**src/rtl/ptd_pkg.sv**
```systemverilog
// shared types and constants for the periodic task dispatcher
// no dependencies; imported by every other rtl file
`default_nettype none

package ptd_pkg;

  // task table size and index widths
  localparam int MAX_TASKS = 8;
  localparam int TASK_W    = 3;
  localparam int CNT_W     = 4;

  // field widths
  localparam int CMD_W  = 3;
  localparam int STAT_W = 3;
  localparam int MS_W   = 16;
  localparam int IVL_W  = 16;
  localparam int DLY_W  = 16;
  localparam int SHF_W  = 32;
  localparam int EL_W   = 32;
  localparam int LATE_W = 31;

  // stream and register port widths
  localparam int IN_DATA_W  = 88;
  localparam int OUT_DATA_W = 72;
  localparam int CFG_AW     = 3;
  localparam int CFG_DW     = 32;

  // register indexes
  localparam int REG_PRIORITY_MODE = 0;

  // saturation limits of the elapsed counts
  localparam logic [EL_W-1:0] EL_MAX = {1'b0, {(EL_W-1){1'b1}}};
  localparam logic [EL_W-1:0] EL_MIN = {1'b1, {(EL_W-1){1'b0}}};

  typedef enum logic [CMD_W-1:0] {
    CMD_TICK    = 3'd0,
    CMD_ADD     = 3'd1,
    CMD_RESUME  = 3'd2,
    CMD_SUSPEND = 3'd3,
    CMD_SHIFT   = 3'd4
  } cmd_t;

  typedef enum logic [STAT_W-1:0] {
    STAT_DISPATCHED  = 3'd0,
    STAT_NOTHING_DUE = 3'd1,
    STAT_OK          = 3'd2,
    STAT_FULL        = 3'd3,
    STAT_BAD         = 3'd4
  } status_t;

  typedef enum logic [1:0] {
    ST_IDLE,
    ST_SCAN,
    ST_CMD,
    ST_FLUSH
  } state_t;

  // controller to datapath
  typedef struct packed {
    logic load;   // capture the input transaction
    logic step;   // process one table entry of a tick
    logic exec;   // carry out a non-tick command
    logic flush;  // emit the final result of a tick
  } ctrl_cmd_t;

  // datapath to controller
  typedef struct packed {
    logic in_tick;     // offered transaction is a tick
    logic count_zero;  // task table is empty
    logic scan_last;   // current scan entry is the last used one
    logic stall;       // entry cannot be processed, output busy
    logic out_free;    // output register can take a result
  } ctrl_sts_t;

endpackage

`default_nettype wire

```
**src/rtl/ptd_ctrl.sv**
```systemverilog
// controller state machine for the periodic task dispatcher
// depends on ptd_pkg; drives the datapath via ctrl_cmd_t
`default_nettype none

module ptd_ctrl
  import ptd_pkg::*;
(
  input  wire logic      clk,
  input  wire logic      rst_n,
  input  wire logic      in_tvalid,
  output logic           in_tready,
  input  wire ctrl_sts_t sts_i,
  output ctrl_cmd_t      cmd_o
);

  state_t state_r, state_nxt;

  // state register
  always_ff @(posedge clk) begin
    if (!rst_n) begin
      state_r <= ST_IDLE;
    end else begin
      state_r <= state_nxt;
    end
  end

  // next state and commands
  always_comb begin
    state_nxt = state_r;
    cmd_o     = '0;
    in_tready = 1'b0;
    case (state_r)
      ST_IDLE: begin
        in_tready = 1'b1;
        if (in_tvalid) begin
          cmd_o.load = 1'b1;
          if (!sts_i.in_tick) begin
            state_nxt = ST_CMD;
          end else if (sts_i.count_zero) begin
            state_nxt = ST_FLUSH;
          end else begin
            state_nxt = ST_SCAN;
          end
        end
      end
      ST_SCAN: begin
        if (!sts_i.stall) begin
          cmd_o.step = 1'b1;
          if (sts_i.scan_last) begin
            state_nxt = ST_FLUSH;
          end
        end
      end
      ST_CMD: begin
        if (sts_i.out_free) begin
          cmd_o.exec = 1'b1;
          state_nxt  = ST_IDLE;
        end
      end
      ST_FLUSH: begin
        if (sts_i.out_free) begin
          cmd_o.flush = 1'b1;
          state_nxt   = ST_IDLE;
        end
      end
      default: begin
        state_nxt = ST_IDLE;
      end
    endcase
  end

endmodule

`default_nettype wire

```
**src/rtl/ptd_datapath.sv**
```systemverilog
// task tables, scan datapath and output register of the dispatcher
// depends on ptd_pkg; sequenced by ptd_ctrl
`default_nettype none

module ptd_datapath
  import ptd_pkg::*;
(
  input  wire logic                  clk,
  input  wire logic                  rst_n,
  input  wire logic [IN_DATA_W-1:0]  in_tdata,
  input  wire logic [CMD_W-1:0]      in_tuser,
  input  wire logic                  prio_mode,
  input  wire ctrl_cmd_t             cmd_i,
  output ctrl_sts_t                  sts_o,
  input  wire logic                  out_tready,
  output logic                       out_tvalid,
  output logic [OUT_DATA_W-1:0]      out_tdata,
  output logic [STAT_W-1:0]          out_tuser,
  output logic                       out_tlast
);

  // captured transaction
  logic [CMD_W-1:0]  cmd_r;
  logic [MS_W-1:0]   ems_r;
  logic [TASK_W-1:0] tidx_r;
  logic [IVL_W-1:0]  ivl_r;
  logic              srun_r;
  logic [DLY_W-1:0]  dly_r;
  logic [SHF_W-1:0]  shf_r;

  // task tables
  logic [CNT_W-1:0]  cnt_r;
  logic [CNT_W-1:0]  idx_r;
  logic [IVL_W-1:0]  period_mem [MAX_TASKS];
  logic              run_mem    [MAX_TASKS];
  logic [EL_W-1:0]   el_mem     [MAX_TASKS];
  logic [LATE_W-1:0] worst_r    [MAX_TASKS];

  // dispatch held back until the next one or the end of the scan
  logic              pend_valid_r;
  logic [TASK_W-1:0] pend_task_r;
  logic [LATE_W-1:0] pend_late_r;
  logic [LATE_W-1:0] pend_worst_r;

  // output register
  logic              out_valid_r;
  logic [STAT_W-1:0] out_stat_r;
  logic [TASK_W-1:0] out_task_r;
  logic [LATE_W-1:0] out_late_r;
  logic [LATE_W-1:0] out_worst_r;
  logic              out_last_r;

  // combinational
  logic [TASK_W-1:0] rd_addr;
  logic [IVL_W-1:0]  rd_period;
  logic              rd_run;
  logic [EL_W-1:0]   rd_el;
  logic [LATE_W-1:0] rd_worst;
  logic [EL_W:0]     tick_sum;
  logic [EL_W-1:0]   tick_el;
  logic [EL_W-1:0]   el_new;
  logic [EL_W-1:0]   period_ext;
  logic [EL_W-1:0]   late_full;
  logic [LATE_W-1:0] late;
  logic [LATE_W-1:0] worst_new;
  logic              due;
  logic              hit;
  logic [EL_W:0]     shf_sum;
  logic [EL_W-1:0]   shf_el;
  logic              out_free;
  logic              idx_bad;
  logic              full;
  logic              push;
  logic              out_load;
  logic [STAT_W-1:0] ex_stat;
  logic [TASK_W-1:0] ex_task;
  logic              add_we;
  logic              upd_we;
  logic              upd_run;
  logic [EL_W-1:0]   upd_el;

  // single table read port, scan entry or addressed task
  assign rd_addr   = cmd_i.exec ? tidx_r : idx_r[TASK_W-1:0];
  assign rd_period = period_mem[rd_addr];
  assign rd_run    = run_mem[rd_addr];
  assign rd_el     = el_mem[rd_addr];
  assign rd_worst  = worst_r[rd_addr];

  // tick: saturating add of elapsed milliseconds, then due check
  assign tick_sum   = {rd_el[EL_W-1], rd_el} + {{(EL_W+1-MS_W){1'b0}}, ems_r};
  assign tick_el    = (tick_sum[EL_W] != tick_sum[EL_W-1]) ? EL_MAX : tick_sum[EL_W-1:0];
  assign el_new     = rd_run ? tick_el : rd_el;
  assign period_ext = {{(EL_W-IVL_W){1'b0}}, rd_period};
  assign due        = rd_run && ($signed(el_new) >= $signed(period_ext));
  assign hit        = due && !(prio_mode && pend_valid_r);
  assign late_full  = el_new - period_ext;
  assign late       = late_full[LATE_W-1:0];
  assign worst_new  = (late > rd_worst) ? late : rd_worst;

  // shift: saturating signed add
  assign shf_sum = {rd_el[EL_W-1], rd_el} + {shf_r[SHF_W-1], shf_r};
  always_comb begin
    if (shf_sum[EL_W] != shf_sum[EL_W-1]) begin
      shf_el = shf_sum[EL_W] ? EL_MIN : EL_MAX;
    end else begin
      shf_el = shf_sum[EL_W-1:0];
    end
  end

  assign out_free = !out_valid_r || out_tready;
  assign idx_bad  = {1'b0, tidx_r} >= cnt_r;
  assign full     = cnt_r >= CNT_W'(MAX_TASKS);
  assign push     = cmd_i.step && hit && pend_valid_r;
  assign out_load = push || cmd_i.exec || cmd_i.flush;

  // non-tick command decode
  always_comb begin
    ex_stat = STAT_BAD;
    ex_task = '0;
    add_we  = 1'b0;
    upd_we  = 1'b0;
    upd_run = rd_run;
    upd_el  = rd_el;
    case (cmd_r)
      CMD_ADD: begin
        if (full) begin
          ex_stat = STAT_FULL;
        end else begin
          ex_stat = STAT_OK;
          ex_task = cnt_r[TASK_W-1:0];
          add_we  = 1'b1;
        end
      end
      CMD_RESUME, CMD_SUSPEND, CMD_SHIFT: begin
        ex_task = tidx_r;
        if (!idx_bad) begin
          ex_stat = STAT_OK;
          upd_we  = 1'b1;
          if (cmd_r == CMD_RESUME) begin
            upd_run = 1'b1;
            upd_el  = '0;
          end else if (cmd_r == CMD_SUSPEND) begin
            upd_run = 1'b0;
            upd_el  = '0;
          end else begin
            upd_el  = shf_el;
          end
        end
      end
      default: begin
        ex_stat = STAT_BAD;
        ex_task = '0;
      end
    endcase
  end

  // status to controller
  assign sts_o.in_tick    = (in_tuser == CMD_TICK);
  assign sts_o.count_zero = (cnt_r == '0);
  assign sts_o.scan_last  = (idx_r + CNT_W'(1)) >= cnt_r;
  assign sts_o.stall      = hit && pend_valid_r && !out_free;
  assign sts_o.out_free   = out_free;

  // control state and worst lateness table
  always_ff @(posedge clk) begin
    if (!rst_n) begin
      cnt_r        <= '0;
      idx_r        <= '0;
      pend_valid_r <= 1'b0;
      out_valid_r  <= 1'b0;
      for (int i = 0; i < MAX_TASKS; i++) begin
        worst_r[i] <= '0;
      end
    end else begin
      if (cmd_i.load) begin
        idx_r        <= '0;
        pend_valid_r <= 1'b0;
      end
      if (cmd_i.step) begin
        idx_r <= idx_r + CNT_W'(1);
        if (hit) begin
          pend_valid_r                   <= 1'b1;
          worst_r[idx_r[TASK_W-1:0]]     <= worst_new;
        end
      end
      if (cmd_i.flush) begin
        pend_valid_r <= 1'b0;
      end
      if (cmd_i.exec && add_we) begin
        cnt_r <= cnt_r + CNT_W'(1);
      end
      if (out_load) begin
        out_valid_r <= 1'b1;
      end else if (out_tready) begin
        out_valid_r <= 1'b0;
      end
    end
  end

  // payload registers and table contents
  always_ff @(posedge clk) begin
    if (cmd_i.load) begin
      cmd_r  <= in_tuser;
      ems_r  <= in_tdata[15:0];
      tidx_r <= in_tdata[18:16];
      ivl_r  <= in_tdata[34:19];
      srun_r <= in_tdata[35];
      dly_r  <= in_tdata[51:36];
      shf_r  <= in_tdata[83:52];
    end
    if (cmd_i.step) begin
      el_mem[idx_r[TASK_W-1:0]] <= hit ? '0 : el_new;
      if (hit) begin
        pend_task_r  <= idx_r[TASK_W-1:0];
        pend_late_r  <= late;
        pend_worst_r <= worst_new;
      end
    end
    if (cmd_i.exec && add_we) begin
      period_mem[cnt_r[TASK_W-1:0]] <= ivl_r;
      run_mem[cnt_r[TASK_W-1:0]]    <= srun_r;
      el_mem[cnt_r[TASK_W-1:0]]     <= {{(EL_W-DLY_W){dly_r[DLY_W-1]}}, dly_r};
    end
    if (cmd_i.exec && upd_we) begin
      run_mem[tidx_r] <= upd_run;
      el_mem[tidx_r]  <= upd_el;
    end
    // output payload
    if (push) begin
      out_stat_r  <= STAT_DISPATCHED;
      out_task_r  <= pend_task_r;
      out_late_r  <= pend_late_r;
      out_worst_r <= pend_worst_r;
      out_last_r  <= 1'b0;
    end else if (cmd_i.exec) begin
      out_stat_r  <= ex_stat;
      out_task_r  <= ex_task;
      out_late_r  <= '0;
      out_worst_r <= '0;
      out_last_r  <= 1'b1;
    end else if (cmd_i.flush) begin
      out_stat_r  <= pend_valid_r ? STAT_DISPATCHED : STAT_NOTHING_DUE;
      out_task_r  <= pend_valid_r ? pend_task_r : '0;
      out_late_r  <= pend_valid_r ? pend_late_r : '0;
      out_worst_r <= pend_valid_r ? pend_worst_r : '0;
      out_last_r  <= 1'b1;
    end
  end

  // output channel
  assign out_tvalid = out_valid_r;
  assign out_tuser  = out_stat_r;
  assign out_tlast  = out_last_r;
  assign out_tdata  = {{(OUT_DATA_W-TASK_W-2*LATE_W){1'b0}},
                       out_worst_r, out_late_r, out_task_r};

  // checks
  a_cnt_range: assert property (@(posedge clk) disable iff (!rst_n)
    cnt_r <= CNT_W'(MAX_TASKS))
    else $error("task count beyond table size");

  a_load_free: assert property (@(posedge clk) disable iff (!rst_n)
    out_load |-> (!out_valid_r || out_tready))
    else $error("output register overwritten while held");

  a_flush_clears: assert property (@(posedge clk) disable iff (!rst_n)
    cmd_i.flush |=> !pend_valid_r)
    else $error("pending dispatch left after flush");

  a_prio_single: assert property (@(posedge clk) disable iff (!rst_n)
    (prio_mode && cmd_i.step && pend_valid_r) |-> !hit)
    else $error("second dispatch in priority mode");

endmodule

`default_nettype wire

```
**src/rtl/periodic_task_dispatcher.sv**
```systemverilog
// Periodic task dispatcher, top level.
// Input stream: one transaction per command; in_tuser carries the command,
// in_tdata the operands. Result stream: one or more transactions per
// command, out_tlast on the final one; out_tuser carries the status.
// A tick adds the elapsed milliseconds to each running task and
// dispatches due tasks in index order (only the first one when
// priority_mode is set); it emits one transaction per dispatch, or a
// single nothing-due result. Other commands give exactly one result.
// Timing: a tick scans one used table entry per cycle while the receiver
// does not stall, set by the single table read port of the scan; the
// transaction is taken in the idle state and the final result registered
// in the flush state after the scan. Other commands register their result
// in the command state once the output register is free.
// One command is in work at a time.
// Results pass through an output register; while the receiver stalls the
// scan holds at the next dispatch and no new command is taken until the
// current one has placed its last result.
// Reset (rst_n low, synchronous) empties the task table, clears worst
// lateness and priority_mode; no clearing pass is needed.
// Depends on ptd_pkg, ptd_ctrl and ptd_datapath.
`default_nettype none

module periodic_task_dispatcher
  import ptd_pkg::*;
(
  input  wire logic                  clk,
  input  wire logic                  rst_n,
  // input stream
  input  wire logic                  in_tvalid,
  output logic                       in_tready,
  // elapsed_ms[15:0], task_index[18:16], interval[34:19],
  // start_running[35], start_delay[51:36], shift_amount[83:52]
  input  wire logic [IN_DATA_W-1:0]  in_tdata,
  // command[2:0]
  input  wire logic [CMD_W-1:0]      in_tuser,
  // result stream
  output logic                       out_tvalid,
  input  wire logic                  out_tready,
  // dispatched_task[2:0], lateness[33:3], worst_lateness[64:34]
  output logic [OUT_DATA_W-1:0]      out_tdata,
  // status[2:0]
  output logic [STAT_W-1:0]          out_tuser,
  output logic                       out_tlast,
  // register port
  input  wire logic                  cfg_psel,
  input  wire logic                  cfg_penable,
  input  wire logic                  cfg_pwrite,
  input  wire logic [CFG_AW-1:0]     cfg_paddr,
  input  wire logic [CFG_DW-1:0]     cfg_pwdata,
  output logic [CFG_DW-1:0]          cfg_prdata,
  output logic                       cfg_pready
);

  logic      prio_r;
  logic      reg_sel;
  ctrl_cmd_t ctrl_cmd;
  ctrl_sts_t ctrl_sts;

  // register decode, word addressed
  assign reg_sel    = (cfg_paddr[CFG_AW-1] == 1'(REG_PRIORITY_MODE));
  assign cfg_pready = 1'b1;
  assign cfg_prdata = reg_sel ? {{(CFG_DW-1){1'b0}}, prio_r} : '0;

  // priority_mode register
  always_ff @(posedge clk) begin
    if (!rst_n) begin
      prio_r <= 1'b0;
    end else if (cfg_psel && cfg_penable && cfg_pwrite && cfg_pready && reg_sel) begin
      prio_r <= cfg_pwdata[0];
    end
  end

  ptd_ctrl u_ctrl (
    .clk       (clk),
    .rst_n     (rst_n),
    .in_tvalid (in_tvalid),
    .in_tready (in_tready),
    .sts_i     (ctrl_sts),
    .cmd_o     (ctrl_cmd)
  );

  ptd_datapath u_datapath (
    .clk        (clk),
    .rst_n      (rst_n),
    .in_tdata   (in_tdata),
    .in_tuser   (in_tuser),
    .prio_mode  (prio_r),
    .cmd_i      (ctrl_cmd),
    .sts_o      (ctrl_sts),
    .out_tready (out_tready),
    .out_tvalid (out_tvalid),
    .out_tdata  (out_tdata),
    .out_tuser  (out_tuser),
    .out_tlast  (out_tlast)
  );

endmodule

`default_nettype wire
```
**config.mk**
```make
export PLATFORM = sky130hd
export DESIGN_NAME = periodic_task_dispatcher
export DESIGN_NICKNAME = d
export VERILOG_FILES = /design/src/rtl/ptd_pkg.sv /design/src/rtl/ptd_ctrl.sv /design/src/rtl/ptd_datapath.sv /design/src/rtl/periodic_task_dispatcher.sv
export SDC_FILE = /design/constraint.sdc
export NUM_CORES = 1
export LEC_CHECK = 0
export BUFFER_PORTS_ARGS = -buffer_cell sky130_fd_sc_hd__buf_2
export CORE_MARGIN = 1.5
export CORE_UTILIZATION = 62
export CTS_CLUSTER_SIZE = 10
export DETAILED_ROUTE_END_ITERATION = 10
export PLACE_DENSITY_LB_ADDON = 0.25
export SETUP_SLACK_MARGIN = 0.02
export SLEW_MARGIN = 0
export SYNTH_ARGS = -nofsm -noshare
export SYNTH_HDL_FRONTEND = slang
export SYNTH_SLANG_ARGS = --single-unit
```
**constraint.sdc**
```tcl
create_clock -name clk -period 14 [get_ports clk]
set_input_delay 0.7 -clock clk [delete_from_list [all_inputs] [get_ports clk]]
set_output_delay 0.7 -clock clk [all_outputs]
set_load 0.02 [all_outputs]
```
# Word level (Yosys, flattened, before mapping)
# Memory sizes are Yosys's and may differ from the RTL's.
# Index checks and enable logic that the tools add are counted.
# Widths: inputs -> output; s select.
dict set report word_totals {
  reg_bits 234
  mem_count 4
  ramBits 640
  output_inout_bits 111
  wordCells 171
  inputBits 133
}
dict set report op_classes {
  muxes 87
  eq_ne 13
  n_bitwise 2
  n_lt_le_gt_ge 5
  addsub 5
  n_reduce_logical 34
}
# name depth width rd rd_ports_with_merged_regs wr line_no
set mem_list {}
lappend mem_list {u_datapath.el_mem 8 32 1 0 1 ptd_datapath.sv:36} ;# logic [EL_W-1:0] el_mem [MAX_TASKS];
lappend mem_list {u_datapath.worst_r 8 31 1 0 8 ptd_datapath.sv:37} ;# logic [LATE_W-1:0] worst_r [MAX_TASKS];
lappend mem_list {u_datapath.period_mem 8 16 1 0 1 ptd_datapath.sv:34} ;# logic [IVL_W-1:0] period_mem [MAX_TASKS];
lappend mem_list {u_datapath.run_mem 8 1 1 0 1 ptd_datapath.sv:35} ;# logic run_mem [MAX_TASKS];
# operator n
set op_table {}
lappend op_table {{$mux 32} 11}
lappend op_table {{$mux 31} 10}
lappend op_table {{$reduce_or 32->1} 2}
lappend op_table {{$mux 1} 42}
lappend op_table {{$mux 3} 13}
lappend op_table {{$add 32x17->33} 1}
lappend op_table {{$add 32x32->33} 1}
lappend op_table {{$ge 32x17->1} 1}
lappend op_table {{$gt 31x31->1} 1}
lappend op_table {{$reduce_or 31->1} 1}
lappend op_table {{$sub 31x16->31} 1}
lappend op_table {{$logic_and 1x1->1} 12}
lappend op_table {{$mux 2} 6}
lappend op_table {{$pmux 3 s2} 2}
lappend op_table {{$add 4x1->4 const B} 2}
lappend op_table {{$mux 4} 2}
lappend op_table {{$eq 3x2->1 const B} 2}
lappend op_table {{$ne 2x2->1 const B} 3}
lappend op_table {{$pmux 2 s3} 1}
lappend op_table {{$reduce_bool 2->1} 3}
lappend op_table {{$eq 2x2->1 const B} 2}
lappend op_table {{$ge 3x4->1} 1}
lappend op_table {{$ge 4x4->1} 1}
lappend op_table {{$ge 4x4->1 const B} 1}
lappend op_table {{other kinds (17)} 24}

# Depth between registers and ports, before layout
# An unclocked memory read counts as a cell.
dict set report depth {
  word_depth 22
  mapped_depth 58
  mapped_depth_nobuf 47
}

# Modules after synthesis
# A second synthesis with hierarchy kept.
dict set report unflattened {
  hier_cells 3650
  area_unflattened_um2 44291.2
}
# module seq_area_each_um2 area_per_inst_um2 cells_per_inst instances
set modules_own_cells {}
lappend modules_own_cells {ptd_datapath 26015.0 43843.3 3594 1}
lappend modules_own_cells {periodic_task_dispatcher 20.0 315.3 40 1}
lappend modules_own_cells {ptd_ctrl 40.0 132.6 16 1}

# Worst setup path after synthesis
# Ideal clock, no wire load.
dict set report synth_timing {
  path_type {input port to flip-flop}
  from {input out_tready}
  to {memory u_datapath.worst_r[0][10], data pin}
  setup_slack_ns 1.750
  n_path_buf 9
  cell_stages 52
  setup_ns 0.275
  t_arrival_ns 11.975
  required_time_ns 13.725
  path_cell_list {nand2b_1 -> buf_2 -> and3_1 -> nor2_1 -> clkbuf_1 -> buf_1 -> clkbuf_1 -> clkbuf_1 -> buf_1 -> nand3_1 -> nand3_1 -> nand2_1 -> ha_1 -> fa_1 -> a21o_1 -> a311o_1 -> a2111oi_0 -> o211a_1 -> (+16 left out) -> a21oi_1 -> o221ai_1 -> a31oi_1 -> o211ai_1 -> or3b_2 -> nor3_1 -> xor2_1 -> ha_1 -> nand4_1 -> nor2_1 -> nand2_1 -> or4_1 -> nand2_1 -> o21ai_0 -> a31oi_1 -> clkbuf_1 -> mux2i_1 -> nor2_1}
}
# item line_no
set synth_lines {}
lappend synth_lines {{from (decl)} periodic_task_dispatcher.sv:38} ;# input wire logic out_tready,
lappend synth_lines {{to (decl)} ptd_datapath.sv:37}

==> metrics <==
DP Worst Slack=473 ps; Crit Path Class=register to register; # DRC=0; most frequent cells in the layout=edfxtp_1, nand2_1, nand3_1; CP endpoint kind=register; post-synthesis sequential area ratio=0.613; Critical Path Max Stage Delay=700 ps; vias after detailed routing=31,700; Max Cap Viol=0; FF-to-FF setup slack=660 ps; CP top delay family=simple AND/OR/NAND/NOR gates; Root Buffer=clkbuf_16; Final ANT Viol Nets=0; Crit-path slowest cell=mux2i_1; first drt pass iteration count=6; synth warn=0; Final Hold Fails=0; mean routed wirelength per cell=25.2 um; Crit path arrival time=13,710 ps; Req. time, crit path=14,380 ps; layout cells sized above 1=0.119; FMAX=75.0 MHz; Row Count=95; part of the cycle the worst path needs=0.953; Routed WL=122 mm; vias in the first global route=29,600; hold_ws=217 ps; GPL Wtd Cong=1.01; dominant cell type by area after synthesis=edfxtp_1; # diodes=0; Finish-stage setup viols=0; critical path's most frequent cell=nand2_1; first-pass GRT wire length=180 mm; die extent in y=265 um; Skew-Pair Late Insertion Delay=660 ps; Starting Density=0.630; worst rel slew slack=0.190; CTS tree=built; Die X=265 um; antenna violations before repair=5; Seq cells post-synth=874; DP Wirelength=78.4 mm; reg2reg path depth=45; CORE AREA=67,500 sq um; Fill cells=4,740; Synth Flop Type=edfxtp_1; Power Total=7.32 mW; Port Buf Inserts=167; Worst-path clk slew=60 ps; CTS Hold Bufs=0; Setup TNS=0 ps; I/O pin count=244; Leak=18.1 nW; Worst Path Buf+Inv=1; commonest non-fill, non-tap cell in the layout=edfxtp_1; TritonCTS Sinks=874; final worst clock skew=42.7 ps; RSZ-0062 raised after global routing=false; Synth async-reset ratio=0; Power per Cell Area=156 nW/um^2; Max VDD drop=0.108 mV; FF-to-FF End=u_datapath.worst_r[1][22]; Post-Syn Instances=3,797; synthesized area=42,500 sq um; area growth from synthesis to layout=10.5%; DR iter-0 viols=4,599; hold depth=1; vias per cell=6.56; worst-path maximum fanout=37; worst setup slack after layout=663 ps; top cells by area, synth=edfxtp_1, nand2_1, nand3_1; area share of the largest cell type after synthesis=0.605; Worst Hold Path EP=u_datapath.ivl_r[10]; outcome=finished, final reports clean; Syn Area/Cell=11.2 sq um; number of synthesized flops with an enable pin=857; HP Start=in_tdata[29]; die area=70,200 sq um; critical path launch point=u_ctrl.state_r[0]; CTS buffer count=99; Reg2Reg Launch Point=u_ctrl.state_r[0]; worst-margin pin slew=1220 ps; largest net degree at the start of global routing=122; Pins Over Slew Limit=0; global route total overflow=0; Min Clock Period, post-route=13,340 ps; Max clock buf depth=3; Hold Path Class=input port to register; post-synth cell types=94; gr usage total=0.342; H-tree Lvls=3; Layout Nets=4,178; critical path startpoint category=register
-- cell type report --
class | instances | area, sq um | area share
repair buffers | 267 | 1640 | 0.0350
inverters | 116 | 437 | 0.00929
clock inverters | 12 | 130 | 0.00277
flip-flops and latches | 874 | 26100 | 0.555
multi-input cells | 2578 | 15000 | 0.320
well taps | 873 | 1090 | 0.0232
clock buffers | 115 | 2580 | 0.0549
-- flip-flops by register name, summed over array words and instances (netlist names), 16 cells and up --
signal                   cells
u_datapath.pend_late_r      31
u_datapath.pend_worst_r     31
u_datapath.shf_r            32
u_datapath.out_late_r       31
u_datapath.period_mem      128
u_datapath.out_worst_r      31
u_datapath.worst_r         248
u_datapath.el_mem          256
u_datapath.ems_r            16
u_datapath.ivl_r            16
u_datapath.dly_r            16
-- cells by family (layout without fill, tap and decap cells) --
| kind of cell | count (synthesis) | in the layout | synth area share |
|---|---|---|---|
| simple gates | 1703 | 1705 | 0.181 |
| flops | 874 | 874 | 0.613 |
| compound gates | 575 | 575 | 0.0971 |
| buf+inv | 384 | 510 | 0.0410 |
| fa+ha+maj | 110 | 110 | 0.0326 |
| xor+xnor | 76 | 76 | 0.0156 |
| mux | 73 | 73 | 0.0192 |
| other cells | 2 | 39 | 0.000177 |
-- routing by layer --
metal  wire, um  track usage  vias up  share of wire
met3      16100       0.0778      360           0.13
met2      54900        0.523     2200           0.45
met5         56            0        -        0.00046
met1      45600        0.475    15100           0.37
li1           -            -    14100              -
met4       5290        0.148        8          0.043
-- power breakdown --
| part | switching (mW) | leakage (nW) | internal (mW) |
|---|---|---|---|
| sequential | 0.0373 | 8.28 | 3.06 |
| combinational | 1.36 | 8.53 | 0.593 |
| clock | 0.971 | 1.32 | 1.29 |
| total | 2.37 | 18.1 | 4.94 |
-- through the flow --
| stage | cells | util | area, sq um |
|---|---|---|---|
| after floorplan | 3834 | - | 42700 |
| after global placement | 4704 | 0.655 | 44200 |
| after detailed placement | 4704 | 0.655 | 44200 |
| after CTS | 4831 | 0.695 | 46900 |
| after global routing | 4835 | 0.696 | 47000 |
| final | 4835 | 0.696 | 47000 |
-- worst max-delay path by stage --
stage / cells past startpoint / endpoint / slack [ps]
floorplan: 52 / u_datapath.worst_r[0][10] / 1750
global placement: 48 / u_datapath.pend_worst_r[17] / 750
detailed placement: 48 / u_datapath.pend_worst_r[12] / 470
CTS: 48 / u_datapath.pend_worst_r[12] / 430
global route: 48 / u_datapath.worst_r[6][13] / 150
finish: 45 / u_datapath.worst_r[1][22] / 660
-- cells in the mapped netlist (20+ instances only) --
library cell	instances
a221o_1	26
o21ai_0	64
xnor2_1	43
nand3_1	393
nand2_1	672
nor2_1	336
a31oi_1	34
nand4_1	26
a21oi_1	132
buf_4	61
inv_1	116
buf_1	36
ha_1	107
xor2_1	33
a21o_1	57
a311oi_1	22
clkbuf_1	133
nand2b_1	41
nor3_1	35
and3_1	104
o211ai_1	20
a211oi_1	28
mux2i_1	58
buf_2	34
edfxtp_1	857
-- timing repair --
item                                    4_1_cts  5_1_grt
setup buffers                                 0        2
gates resized for setup                       0       11
endpoints found under the setup margin        0      249
No activity file was read; power rests on OpenSTA's default activity.
